## src/design/edge_time_velocity_estimator_assert.svh

```systemverilog
// Assertion macros shared by the velocity estimator modules.
`ifndef EDGE_TIME_VELOCITY_ESTIMATOR_ASSERT_SVH
`define EDGE_TIME_VELOCITY_ESTIMATOR_ASSERT_SVH

// Same-cycle implication, disabled during reset.
`define ETVE_ASSERT_IMPL(label, clk, rst, ante, cons, msg) \
   label: assert property (@(posedge clk) disable iff (rst) (ante) |-> (cons)) \
      else $error(msg);

// Next-cycle implication, disabled during reset.
`define ETVE_ASSERT_NEXT(label, clk, rst, ante, cons, msg) \
   label: assert property (@(posedge clk) disable iff (rst) (ante) |=> (cons)) \
      else $error(msg);

`endif

```

## src/design/etve_pkg.sv

```systemverilog
package etve_pkg;

   // Fixed field widths.
   localparam int unsigned DATA_W      = 32;
   localparam int unsigned TMO_MS_W    = 16;
   localparam int unsigned FS_FIELD_W  = 4;
   localparam int unsigned TMO_US_W    = 26;
   localparam int unsigned CSR_ADDR_W  = 2;
   localparam int unsigned CSR_DATA_W  = 16;

   // Serial divider: 64-bit dividend, 32-bit divisor, one quotient bit per cycle.
   localparam int unsigned DIVIDEND_W  = 64;
   localparam int unsigned DIV_STEPS   = 32;
   localparam int unsigned DIV_CNT_W   = 5;

   localparam int unsigned SCALE_W     = 24;
   localparam int unsigned PROD_W      = DATA_W + SCALE_W;

   localparam int unsigned RING_DEPTH_DEFAULT = 8;
   localparam int unsigned FILTER_SIZE_RESET  = 4;
   localparam int unsigned FILTER_SIZE_MIN    = 2;

   localparam logic [TMO_MS_W-1:0] TIMEOUT_MS_RESET = 16'd50;
   localparam logic [9:0]          US_PER_MS        = 10'd1000;
   localparam logic [SCALE_W-1:0]  TICKS_SCALE      = 24'd16000000;

   localparam logic [DATA_W-1:0]   SAT_MAX = 32'h7FFF_FFFF;
   localparam logic [DATA_W-1:0]   SAT_MIN = 32'h8000_0000;

   // Configuration register indexes.
   localparam logic [CSR_ADDR_W-1:0] CSR_ZERO_TIMEOUT = 2'd0;
   localparam logic [CSR_ADDR_W-1:0] CSR_FILTER_SIZE  = 2'd1;

   typedef enum logic [3:0] {
      ST_IDLE,
      ST_CHECK,
      ST_MUL,
      ST_DIV_START,
      ST_DIV_WAIT,
      ST_PUSH,
      ST_SUM_START,
      ST_SUM,
      ST_MEAN_START,
      ST_MEAN_WAIT,
      ST_DONE
   } state_type;

   typedef struct packed {
      logic clear;
      logic push;
      logic sum_start;
   } ring_ctl_type;

endpackage

```

## src/design/etve_divider.sv

```systemverilog
module etve_divider (
   input  logic                                clock,
   input  logic                                reset,
   input  logic                                start,
   input  logic [etve_pkg::DIVIDEND_W-1:0]     dividend,
   input  logic [etve_pkg::DATA_W-1:0]         divisor,
   output logic                                done,
   output logic                                overflow,
   output logic [etve_pkg::DATA_W-1:0]         quotient
);

   `include "edge_time_velocity_estimator_assert.svh"

   logic                                 run_ff;
   logic                                 done_ff;
   logic [etve_pkg::DIV_CNT_W-1:0]       cnt_ff;
   logic [etve_pkg::DATA_W:0]            rem_ff;
   logic [etve_pkg::DATA_W-1:0]          quo_ff;
   logic [etve_pkg::DATA_W-1:0]          den_ff;
   logic                                 ovf_ff;

   logic [etve_pkg::DATA_W:0]            shifted;
   logic                                 fits;
   logic [etve_pkg::DATA_W:0]            rem_in;

   // Restoring division: the remainder starts with the upper dividend word,
   // which must be below the divisor for the quotient to fit in 32 bits.
   always_comb begin
      shifted = {rem_ff[etve_pkg::DATA_W-1:0], quo_ff[etve_pkg::DATA_W-1]};
      fits    = (shifted >= {1'b0, den_ff});
      rem_in  = fits ? (shifted - {1'b0, den_ff}) : shifted;
   end

   always_ff @(posedge clock) begin
      if (reset) begin
         run_ff  <= 1'b0;
         done_ff <= 1'b0;
         cnt_ff  <= '0;
      end else begin
         done_ff <= 1'b0;
         if (start) begin
            run_ff <= 1'b1;
            cnt_ff <= '0;
         end else if (run_ff) begin
            cnt_ff <= cnt_ff + 1'b1;
            if (cnt_ff == etve_pkg::DIV_CNT_W'(etve_pkg::DIV_STEPS - 1)) begin
               run_ff  <= 1'b0;
               done_ff <= 1'b1;
            end
         end
      end
   end

   always_ff @(posedge clock) begin
      if (start) begin
         rem_ff <= {1'b0, dividend[etve_pkg::DIVIDEND_W-1:etve_pkg::DATA_W]};
         quo_ff <= dividend[etve_pkg::DATA_W-1:0];
         den_ff <= divisor;
         ovf_ff <= (dividend[etve_pkg::DIVIDEND_W-1:etve_pkg::DATA_W] >= divisor);
      end else if (run_ff) begin
         rem_ff <= rem_in;
         quo_ff <= {quo_ff[etve_pkg::DATA_W-2:0], fits};
      end
   end

   assign done     = done_ff;
   assign overflow = ovf_ff;
   assign quotient = quo_ff;

   `ETVE_ASSERT_IMPL(a_div_rem_below, clock, reset, run_ff && !ovf_ff && !start, rem_ff < {1'b0, den_ff}, "divider remainder reached the divisor")
   `ETVE_ASSERT_IMPL(a_div_done_idle, clock, reset, done_ff, !run_ff, "divider done while still running")

endmodule

```

## src/design/etve_ring.sv

```systemverilog
module etve_ring #(
   parameter int unsigned RING_DEPTH = etve_pkg::RING_DEPTH_DEFAULT
) (
   input  logic                                       clock,
   input  logic                                       reset,
   input  etve_pkg::ring_ctl_type                     ctl,
   input  logic [etve_pkg::DATA_W-1:0]                sample,
   input  logic [$clog2(RING_DEPTH+1)-1:0]            filter_size,
   output logic [$clog2(RING_DEPTH+1)-1:0]            fill,
   output logic [etve_pkg::DATA_W+$clog2(RING_DEPTH):0] sum,
   output logic                                       sum_done
);

   `include "edge_time_velocity_estimator_assert.svh"

   localparam int unsigned POS_W  = $clog2(RING_DEPTH);
   localparam int unsigned FILL_W = $clog2(RING_DEPTH + 1);
   localparam int unsigned SUM_W  = etve_pkg::DATA_W + $clog2(RING_DEPTH) + 1;

   logic [etve_pkg::DATA_W-1:0] entries_ff [RING_DEPTH];
   logic [POS_W-1:0]            pos_ff;
   logic [FILL_W-1:0]           fill_ff;
   logic [POS_W-1:0]            idx_ff;
   logic [SUM_W-1:0]            acc_ff;
   logic                        busy_ff;
   logic                        done_ff;

   logic [FILL_W-1:0]           pos_next;
   logic [FILL_W-1:0]           idx_next;
   logic [etve_pkg::DATA_W-1:0] cur;

   always_comb begin
      pos_next = FILL_W'(pos_ff) + FILL_W'(1);
      idx_next = FILL_W'(idx_ff) + FILL_W'(1);
      cur      = entries_ff[idx_ff];
   end

   always_ff @(posedge clock) begin
      if (reset) begin
         pos_ff  <= '0;
         fill_ff <= '0;
         busy_ff <= 1'b0;
         done_ff <= 1'b0;
      end else begin
         done_ff <= 1'b0;
         if (ctl.clear) begin
            pos_ff  <= '0;
            fill_ff <= '0;
         end else if (ctl.push) begin
            pos_ff <= (pos_next >= filter_size) ? '0 : pos_next[POS_W-1:0];
            if (fill_ff < filter_size) begin
               fill_ff <= fill_ff + 1'b1;
            end
         end
         if (ctl.sum_start) begin
            busy_ff <= 1'b1;
         end else if (busy_ff && (idx_next == fill_ff)) begin
            busy_ff <= 1'b0;
            done_ff <= 1'b1;
         end
      end
   end

   // Entries are always written before they are summed, so they need no reset.
   always_ff @(posedge clock) begin
      if (ctl.push) begin
         entries_ff[pos_ff] <= sample;
      end
      if (ctl.sum_start) begin
         idx_ff <= '0;
         acc_ff <= '0;
      end else if (busy_ff) begin
         idx_ff <= idx_next[POS_W-1:0];
         acc_ff <= acc_ff + {{(SUM_W-etve_pkg::DATA_W){cur[etve_pkg::DATA_W-1]}}, cur};
      end
   end

   assign fill     = fill_ff;
   assign sum      = acc_ff;
   assign sum_done = done_ff;

   `ETVE_ASSERT_IMPL(a_ring_fill_bound, clock, reset, 1'b1, fill_ff <= filter_size, "ring fill exceeds filter size")
   `ETVE_ASSERT_IMPL(a_ring_idx_bound, clock, reset, busy_ff, FILL_W'(idx_ff) < fill_ff, "ring sum index past fill")

endmodule

```

## src/design/edge_time_velocity_estimator.sv

```systemverilog
// Edge-time velocity estimator.
// Input channel req_*: one beat per update carrying the current time, the time
// of the latest encoder edge and the encoder count. Result channel rsp_*: one
// beat per update with the filtered velocity (1/16 tick per second) and the
// stopped flag. Both channels move a beat when valid is high and stall is low.
// Configuration channel csr_*: index 0 sets the timeout in ms, index 1 sets the
// filter size and empties the averaging ring; writes are taken while idle.
// An update that computes a new sample passes from acceptance to the result
// register through two runs of the shared bit-serial divider, for the sample
// and for the mean, and the ring accumulator, which adds one stored sample
// per cycle, so its time grows with the number of samples held in the ring.
// Timeout, baseline capture and held-estimate updates go from the check
// state straight to the final state. One update is in work at a time; the
// next beat can be accepted in the cycle after the result register loads,
// so a new update can start while the previous result still waits there.
// A stalled receiver keeps that result stable; a second result then waits
// in the final state until the output register frees up.
// Synchronous reset restores the default timeout and filter size, drops the
// baseline, zeroes the held velocity and empties the ring.
module edge_time_velocity_estimator #(
   parameter int unsigned RING_DEPTH = etve_pkg::RING_DEPTH_DEFAULT
) (
   input  logic                                  clock,
   input  logic                                  reset,
   input  logic                                  req_valid,
   output logic                                  req_stall,
   input  logic [31:0]                           req_now_us,
   input  logic [31:0]                           req_edge_time_us,
   input  logic signed [31:0]                    req_encoder_count,
   output logic                                  rsp_valid,
   input  logic                                  rsp_stall,
   output logic signed [31:0]                    rsp_velocity,
   output logic                                  rsp_stopped,
   input  logic                                  csr_valid,
   output logic                                  csr_ready,
   input  logic [etve_pkg::CSR_ADDR_W-1:0]       csr_addr,
   input  logic [etve_pkg::CSR_DATA_W-1:0]       csr_wdata
);

   `include "edge_time_velocity_estimator_assert.svh"

   localparam int unsigned FILL_W   = $clog2(RING_DEPTH + 1);
   localparam int unsigned SUM_W    = etve_pkg::DATA_W + $clog2(RING_DEPTH) + 1;
   localparam int unsigned FS_RESET = (etve_pkg::FILTER_SIZE_RESET > RING_DEPTH) ?
                                      RING_DEPTH : etve_pkg::FILTER_SIZE_RESET;
   localparam int unsigned DW       = etve_pkg::DATA_W;

   etve_pkg::state_type state_ff, state_in;

   // Configuration and persistent state.
   logic [etve_pkg::TMO_US_W-1:0] tmo_us_ff;
   logic [FILL_W-1:0]             filter_size_ff;
   logic [DW-1:0]                 base_count_ff;
   logic [DW-1:0]                 base_edge_ff;
   logic                          have_base_ff;
   logic [DW-1:0]                 held_ff;
   logic                          rsp_valid_ff;

   // Per-update working registers.
   logic [DW-1:0]                 now_ff;
   logic [DW-1:0]                 edge_ff;
   logic [DW-1:0]                 count_ff;
   logic                          stopped_ff;
   logic                          neg_ff;
   logic [DW-1:0]                 mag_dc_ff;
   logic [DW-1:0]                 dt_ff;
   logic [etve_pkg::PROD_W-1:0]   prod_ff;
   logic [DW-1:0]                 sample_ff;
   logic                          mean_neg_ff;
   logic [DW-1:0]                 rsp_velocity_ff;
   logic                          rsp_stopped_ff;

   logic                          csr_write;
   logic                          timeout;
   logic                          estimate;
   logic [DW-1:0]                 dc;
   logic [DW-1:0]                 dt;
   logic [DW-1:0]                 elapsed;
   logic                          out_free;
   logic [etve_pkg::FS_FIELD_W-1:0] fs_field;
   logic [FILL_W-1:0]             fs_clamped;

   logic                          div_start;
   logic [etve_pkg::DIVIDEND_W-1:0] div_dividend;
   logic [DW-1:0]                 div_divisor;
   logic                          div_done;
   logic                          div_overflow;
   logic [DW-1:0]                 div_quotient;
   logic [DW-1:0]                 sample_in;

   etve_pkg::ring_ctl_type        ring_ctl;
   logic [FILL_W-1:0]             ring_fill;
   logic [SUM_W-1:0]              ring_sum;
   logic                          ring_sum_done;
   logic [SUM_W-1:0]              sum_mag;

   always_comb begin
      elapsed  = now_ff - edge_ff;
      timeout  = (edge_ff != '0) && (elapsed > {{(DW-etve_pkg::TMO_US_W){1'b0}}, tmo_us_ff});
      dc       = count_ff - base_count_ff;
      dt       = edge_ff - base_edge_ff;
      estimate = !timeout && have_base_ff && (dc != '0) && (dt != '0);
      out_free = !rsp_valid_ff || !rsp_stall;
      csr_write = csr_valid && csr_ready;
      fs_field = csr_wdata[etve_pkg::FS_FIELD_W-1:0];
      if (fs_field < etve_pkg::FS_FIELD_W'(etve_pkg::FILTER_SIZE_MIN)) begin
         fs_clamped = FILL_W'(etve_pkg::FILTER_SIZE_MIN);
      end else if (32'(fs_field) > RING_DEPTH) begin
         fs_clamped = FILL_W'(RING_DEPTH);
      end else begin
         fs_clamped = FILL_W'(fs_field);
      end
      sum_mag = ring_sum[SUM_W-1] ? (~ring_sum + 1'b1) : ring_sum;
   end

   // Saturate the signed sample from the quotient magnitude.
   always_comb begin
      if (!neg_ff) begin
         sample_in = (div_overflow || div_quotient[DW-1]) ? etve_pkg::SAT_MAX : div_quotient;
      end else if (div_overflow || (div_quotient > etve_pkg::SAT_MIN)) begin
         sample_in = etve_pkg::SAT_MIN;
      end else begin
         sample_in = ~div_quotient + 1'b1;
      end
   end

   // Next state.
   always_comb begin
      state_in = state_ff;
      unique case (state_ff)
         etve_pkg::ST_IDLE:       if (req_valid) state_in = etve_pkg::ST_CHECK;
         etve_pkg::ST_CHECK:      state_in = estimate ? etve_pkg::ST_MUL : etve_pkg::ST_DONE;
         etve_pkg::ST_MUL:        state_in = etve_pkg::ST_DIV_START;
         etve_pkg::ST_DIV_START:  state_in = etve_pkg::ST_DIV_WAIT;
         etve_pkg::ST_DIV_WAIT:   if (div_done) state_in = etve_pkg::ST_PUSH;
         etve_pkg::ST_PUSH:       state_in = etve_pkg::ST_SUM_START;
         etve_pkg::ST_SUM_START:  state_in = etve_pkg::ST_SUM;
         etve_pkg::ST_SUM:        if (ring_sum_done) state_in = etve_pkg::ST_MEAN_START;
         etve_pkg::ST_MEAN_START: state_in = etve_pkg::ST_MEAN_WAIT;
         etve_pkg::ST_MEAN_WAIT:  if (div_done) state_in = etve_pkg::ST_DONE;
         etve_pkg::ST_DONE:       if (out_free) state_in = etve_pkg::ST_IDLE;
         default:                 state_in = etve_pkg::ST_IDLE;
      endcase
   end

   // State outputs.
   always_comb begin
      req_stall          = 1'b1;
      csr_ready          = 1'b0;
      div_start          = 1'b0;
      ring_ctl           = '0;
      div_dividend       = {{(etve_pkg::DIVIDEND_W-etve_pkg::PROD_W){1'b0}}, prod_ff};
      div_divisor        = dt_ff;
      unique case (state_ff)
         etve_pkg::ST_IDLE: begin
            // Nothing is taken while reset is held.
            req_stall = reset;
            csr_ready = !reset;
            ring_ctl.clear = csr_valid && (csr_addr == etve_pkg::CSR_FILTER_SIZE);
         end
         etve_pkg::ST_CHECK:      ring_ctl.clear = timeout;
         etve_pkg::ST_DIV_START:  div_start = 1'b1;
         etve_pkg::ST_PUSH:       ring_ctl.push = 1'b1;
         etve_pkg::ST_SUM_START:  ring_ctl.sum_start = 1'b1;
         etve_pkg::ST_MEAN_START: begin
            div_start    = 1'b1;
            div_dividend = {{(etve_pkg::DIVIDEND_W-SUM_W){1'b0}}, sum_mag};
            div_divisor  = {{(DW-FILL_W){1'b0}}, ring_fill};
         end
         default: ;
      endcase
   end

   always_ff @(posedge clock) begin
      if (reset) begin
         state_ff       <= etve_pkg::ST_IDLE;
         tmo_us_ff      <= etve_pkg::TMO_US_W'(etve_pkg::TIMEOUT_MS_RESET * etve_pkg::US_PER_MS);
         filter_size_ff <= FILL_W'(FS_RESET);
         base_count_ff  <= '0;
         base_edge_ff   <= '0;
         have_base_ff   <= 1'b0;
         held_ff        <= '0;
         rsp_valid_ff   <= 1'b0;
      end else begin
         state_ff <= state_in;
         if (csr_write && (csr_addr == etve_pkg::CSR_ZERO_TIMEOUT)) begin
            tmo_us_ff <= etve_pkg::TMO_US_W'(csr_wdata) *
                         etve_pkg::TMO_US_W'(etve_pkg::US_PER_MS);
         end
         if (csr_write && (csr_addr == etve_pkg::CSR_FILTER_SIZE)) begin
            filter_size_ff <= fs_clamped;
         end
         if (state_ff == etve_pkg::ST_CHECK) begin
            if (timeout) begin
               held_ff       <= '0;
               have_base_ff  <= 1'b0;
               base_count_ff <= count_ff;
               base_edge_ff  <= edge_ff;
            end else if (!have_base_ff) begin
               have_base_ff  <= (edge_ff != '0);
               base_count_ff <= count_ff;
               base_edge_ff  <= edge_ff;
            end else if (estimate) begin
               base_count_ff <= count_ff;
               base_edge_ff  <= edge_ff;
            end
         end
         if ((state_ff == etve_pkg::ST_MEAN_WAIT) && div_done) begin
            held_ff <= mean_neg_ff ? (~div_quotient + 1'b1) : div_quotient;
         end
         if ((state_ff == etve_pkg::ST_DONE) && out_free) begin
            rsp_valid_ff <= 1'b1;
         end else if (!rsp_stall) begin
            rsp_valid_ff <= 1'b0;
         end
      end
   end

   always_ff @(posedge clock) begin
      if ((state_ff == etve_pkg::ST_IDLE) && req_valid) begin
         now_ff   <= req_now_us;
         edge_ff  <= req_edge_time_us;
         count_ff <= req_encoder_count;
      end
      if (state_ff == etve_pkg::ST_CHECK) begin
         stopped_ff <= timeout;
         neg_ff     <= dc[DW-1];
         mag_dc_ff  <= dc[DW-1] ? (~dc + 1'b1) : dc;
         dt_ff      <= dt;
      end
      if (state_ff == etve_pkg::ST_MUL) begin
         prod_ff <= {{etve_pkg::SCALE_W{1'b0}}, mag_dc_ff} *
                    {{DW{1'b0}}, etve_pkg::TICKS_SCALE};
      end
      if ((state_ff == etve_pkg::ST_DIV_WAIT) && div_done) begin
         sample_ff <= sample_in;
      end
      if (state_ff == etve_pkg::ST_MEAN_START) begin
         mean_neg_ff <= ring_sum[SUM_W-1];
      end
      if ((state_ff == etve_pkg::ST_DONE) && out_free) begin
         rsp_velocity_ff <= held_ff;
         rsp_stopped_ff  <= stopped_ff;
      end
   end

   etve_divider u_divider (
      .clock    (clock),
      .reset    (reset),
      .start    (div_start),
      .dividend (div_dividend),
      .divisor  (div_divisor),
      .done     (div_done),
      .overflow (div_overflow),
      .quotient (div_quotient)
   );

   etve_ring #(
      .RING_DEPTH (RING_DEPTH)
   ) u_ring (
      .clock       (clock),
      .reset       (reset),
      .ctl         (ring_ctl),
      .sample      (sample_ff),
      .filter_size (filter_size_ff),
      .fill        (ring_fill),
      .sum         (ring_sum),
      .sum_done    (ring_sum_done)
   );

   assign rsp_valid    = rsp_valid_ff;
   assign rsp_velocity = rsp_velocity_ff;
   assign rsp_stopped  = rsp_stopped_ff;

   `ETVE_ASSERT_IMPL(a_stop_zero, clock, reset,
      rsp_valid_ff && rsp_stopped_ff, rsp_velocity_ff == '0,
      "stopped result with nonzero velocity")
   `ETVE_ASSERT_IMPL(a_div_done_state, clock, reset, div_done,
      (state_ff == etve_pkg::ST_DIV_WAIT) || (state_ff == etve_pkg::ST_MEAN_WAIT),
      "divider finished outside a wait state")
   `ETVE_ASSERT_NEXT(a_push_fill, clock, reset, ring_ctl.push, ring_fill != '0,
      "ring empty after a push")

endmodule
```

## config.mk

```make
export PLATFORM = sky130hd
export DESIGN_NAME = edge_time_velocity_estimator
export DESIGN_NICKNAME = d
export VERILOG_FILES = /design/src/design/etve_pkg.sv /design/src/design/etve_divider.sv /design/src/design/etve_ring.sv /design/src/design/edge_time_velocity_estimator.sv
export VERILOG_INCLUDE_DIRS = /design/src /design/src/design
export SDC_FILE = /design/constraint.sdc
export NUM_CORES = 2
export LEC_CHECK = 0
export BUFFER_PORTS_ARGS = -buffer_cell sky130_fd_sc_hd__buf_2
export CAP_MARGIN = 20
export CORE_AREA = 4 4 315 317
export CTS_BUF_LIST = sky130_fd_sc_hd__clkbuf_2
export CTS_CLUSTER_SIZE = 25
export DETAILED_ROUTE_END_ITERATION = 8
export DIE_AREA = 0 0 319 321
export PLACE_DENSITY = 0.71
export SYNTH_ARGS = -nofsm -noshare
export SYNTH_HDL_FRONTEND = slang
export SYNTH_SLANG_ARGS = --single-unit
export TNS_END_PERCENT = 50
```

## constraint.sdc

```tcl
create_clock -name clock -period 14.9 [get_ports clock]
set_input_delay 2.98 -clock clock [delete_from_list [all_inputs] [get_ports clock]]
set_output_delay 2.98 -clock clock [all_outputs]
set_load 0.1 [all_outputs]
```

==> results.md <==
* Status: completed
* RSZ-0062 raised after global routing: no
* Initial DRT Pass Iterations at 5
* Crit end category: register
* Hold Startpoint: held_ff[24]
* Core Area at 96300 um2
* Vias in the first global route at 37700
* Clk buf depth at 3
* CTS tree: done
* Fin. max-slew vios at 0
* H-Tree Level Count at 4
* Die X at 319 um
* GRT met2 Usage at 39.8%
* Simple-Gate Fraction of Synth Area at 11.7%
* Clock tree sinks at 814
* Async SR Flop Fraction at 0%
* # fillers at 8207
* First DRT Iteration DRCs at 2661
* Total gr overflow at 0
* Row Count at 114
* Hold Path End: rsp_velocity[24]
* Post-Synth Adder-Cell Area at 17.6%
* Post-CTS resize count at 0
* Critical path launch point type: register
* Port Buffers at 154
* Post-Synthesis Net Count at 5646
* Clk_lat worst skew at 1.49 ns
* Depth of the most critical reg-to-reg path at 21
* Yosys warns at 0
* Clk_skew at 0.102 ns
* Remaining DRCs at 0
* CTS buffer count at 211
* DRT antenna net count at 0
* Final min period at 7.30 ns
* Worst Tran Pin Value at 1.09 ns
* R2R Setup Slk at 7.60 ns
* HP Class: reg2reg
* Antenna violations before repair at 2
* Slew headroom at 27.6%
* Fmax at 137 MHz
* Pre-CTS setup slack at 7.16 ns
* Largest cells by area after synthesis: edfxtp_1 36%, ha_1 10%, fa_1 7.4%
* Largest net degree at the start of global routing at 90
* Primary FF master, synth: edfxtp_1
* Final wirelength at 124 mm
* Post-synthesis mux area share at 4.33%
* Max Cap Violations at 0
* Post-synth EDFFs at 627
* Worst r2r src: mag_dc_ff[1]
* Met1 Use GR at 32.6%
* Avg Cell Area, Syn at 10.8 um2
* Footprint of the multi-input gates at 27800 um2
* Synth Instances at 4901
* Synth Area in XOR/XNOR at 4.73%
* Worst hold path depth at 0
* Reg area at 22600 um2
* Via total after detailed routing at 38300
* Area grow syn2layout at 7.69%
* First-pass GRT wire length at 200 mm
* GPL Wtd Cong at 0.934
* Synth Cell Area at 52800 um2
* Share of cells above drive strength 1 at 13.3%
* Initial Utilization at 54.8%
* Register area share after synthesis at 42.8%
* TNS Setup at 0 ns
* M3 GR Usage at 4.10%
* Fraction of the cycle the final worst path needs at 49.0%
* Share of the synthesized area in the top cell type at 35.7%
* DR WL/cell at 18.9 um
* Cell variety after synth at 94
* IO Pins at 155
* Overall Global Routing Usage at 24.1%
* Crit-path max FO at 7
* Reg2reg end: prod_ff[53]
* Post-layout nets at 5850
* Via density at 5.83
* Fin area at 56800 um2
* Cell taking the most area after synthesis: edfxtp_1
* Worst EP required at 16.12 ns
* Count of final setup violators at 0
* Placed inst area at 54800 um2
* Crit Path Class: reg2reg
* Post-CTS setup buffers at 0
* Arr. time, crit path at 8.52 ns
* Final WS setup at 7.60 ns
* Reg with most FFs: u_ring.entries_ff
* Global route hottest layer: met2
* Die Ht at 321 um
* Clk pin slew, worst setup/hold paths at 0.11 ns
* Compound-cell area share of the yosys netlist at 14.1%
* Max reg flops at 256
* Post-DP HPWL at 89.5 mm
* Post-synthesis register bit count at 814
* Final Hold Violating Endpoints at 0
* Clock root buffer: clkbuf_2
* Die area at 102000 um2
* Main combinational cell family by area after synthesis: adder cells
* Post-CTS Hold Buffers at 0
## synthesized netlist by cell type (12+ instances only)
master and count:
and2_1 48, mux2i_1 48, xnor2_1 188, clkbuf_1 170
nor2_1 299, o21ai_0 165, fa_1 194, a211o_1 13
o211ai_1 33, nand4_1 24, o211a_1 13, o31a_1 12
o311ai_1 46, a22oi_1 32, a31oi_1 61, dfxtp_1 187
or2_2 17, nor2b_1 33, or3_1 50, mux2_2 32
and3_1 77, a21o_1 119, ha_1 432, buf_1 25
a211oi_1 50, nand2_1 430, mux4_2 64, nand3_1 68
inv_1 457, o21bai_1 32, nand2b_1 44, xor2_1 95
nor4_1 24, o311ai_0 47, edfxtp_1 627, a2bb2oi_1 65
a21oi_1 230, nor3_1 122, o31ai_1 22, o21a_1 37
## worst max-delay path, stage by stage, from the launching register on
cell,delay (ns)
edfxtp_1,0.57
inv_1,0.12
fa_1,0.55
inv_1,0.06
fa_1,0.50
fa_1,0.57
fa_1,0.42
ha_1,0.32
fa_1,0.46
ha_1,0.37
a21o_1,0.20
a21oi_1,0.18
nor2b_1,0.07
o21a_1,0.17
a2111oi_0,0.56
a21boi_0,0.24
a221o_1,0.46
a31o_2,0.30
a31oi_1,0.27
a211oi_1,0.19
a221o_1,0.33
xor2_1,0.15
## layout by cell type (no fill, tap or decap), types with 119 or more instances in the layout
master,instances
a21oi_1,229
inv_1,454
clkbuf_2,303
nand2_1,429
o21ai_0,165
ha_1,432
xnor2_1,188
buf_2,153
edfxtp_1,627
dfxtp_1,184
a21o_1,119
fa_1,194
nor2_1,291
## kinds of logic (layout without fill, tap and decap cells)
kind of cell	Yosys count	in the layout
and+or+nand+nor	1291	1291
AOI/OAI and AO/OA	1077	1077
DFF	814	814
buffers and inverters	665	1056
adders and majority gates	626	626
xor gates and xnor gates	284	284
muxes	144	144
other	0	1
## worst max path at each step
stage                 startpoint             to  slack, ns
CTS                 mag_dc_ff[1]    prod_ff[53]       7.51
global route        mag_dc_ff[1]    prod_ff[53]       7.12
finish              mag_dc_ff[1]    prod_ff[53]       7.60
floorplan                  reset      csr_ready       7.42
detailed placement  csr_wdata[6]  tmo_us_ff[25]       7.16
global placement    csr_wdata[0]  tmo_us_ff[25]       7.21
## per-layer routing
metal | up-vias | routed length, um
li1 | 18400 | -
met1 | 18600 | 54800
met2 | 1062 | 59100
met3 | 218 | 6740
met4 | 2 | 3390
met5 | - | 13
## cell type report
type                    instances  share of cell area, %
diodes                          1                0.00440
clock buffers                 303                   2.67
clock inverters                97                  0.879
inverters                     460                   3.05
multi-input cells            3422                   48.9
flip-flops and latches        814                   39.7
well taps                    1276                   2.81
repair buffers                196                   1.95
## per-stage QoR
stage	cells	util [%]	hold WS, ns
floorplan	4901	-	0.400
global placement	6166	56.9	0.409
detailed placement	6166	56.9	0.415
CTS	6566	59.0	0.431
global route	6569	59.0	0.442
finish	6569	59.0	0.439
Power is left out: the tool's default activity adds up to more than one toggle a clock period on the data nets, which glitch-free logic cannot reach.
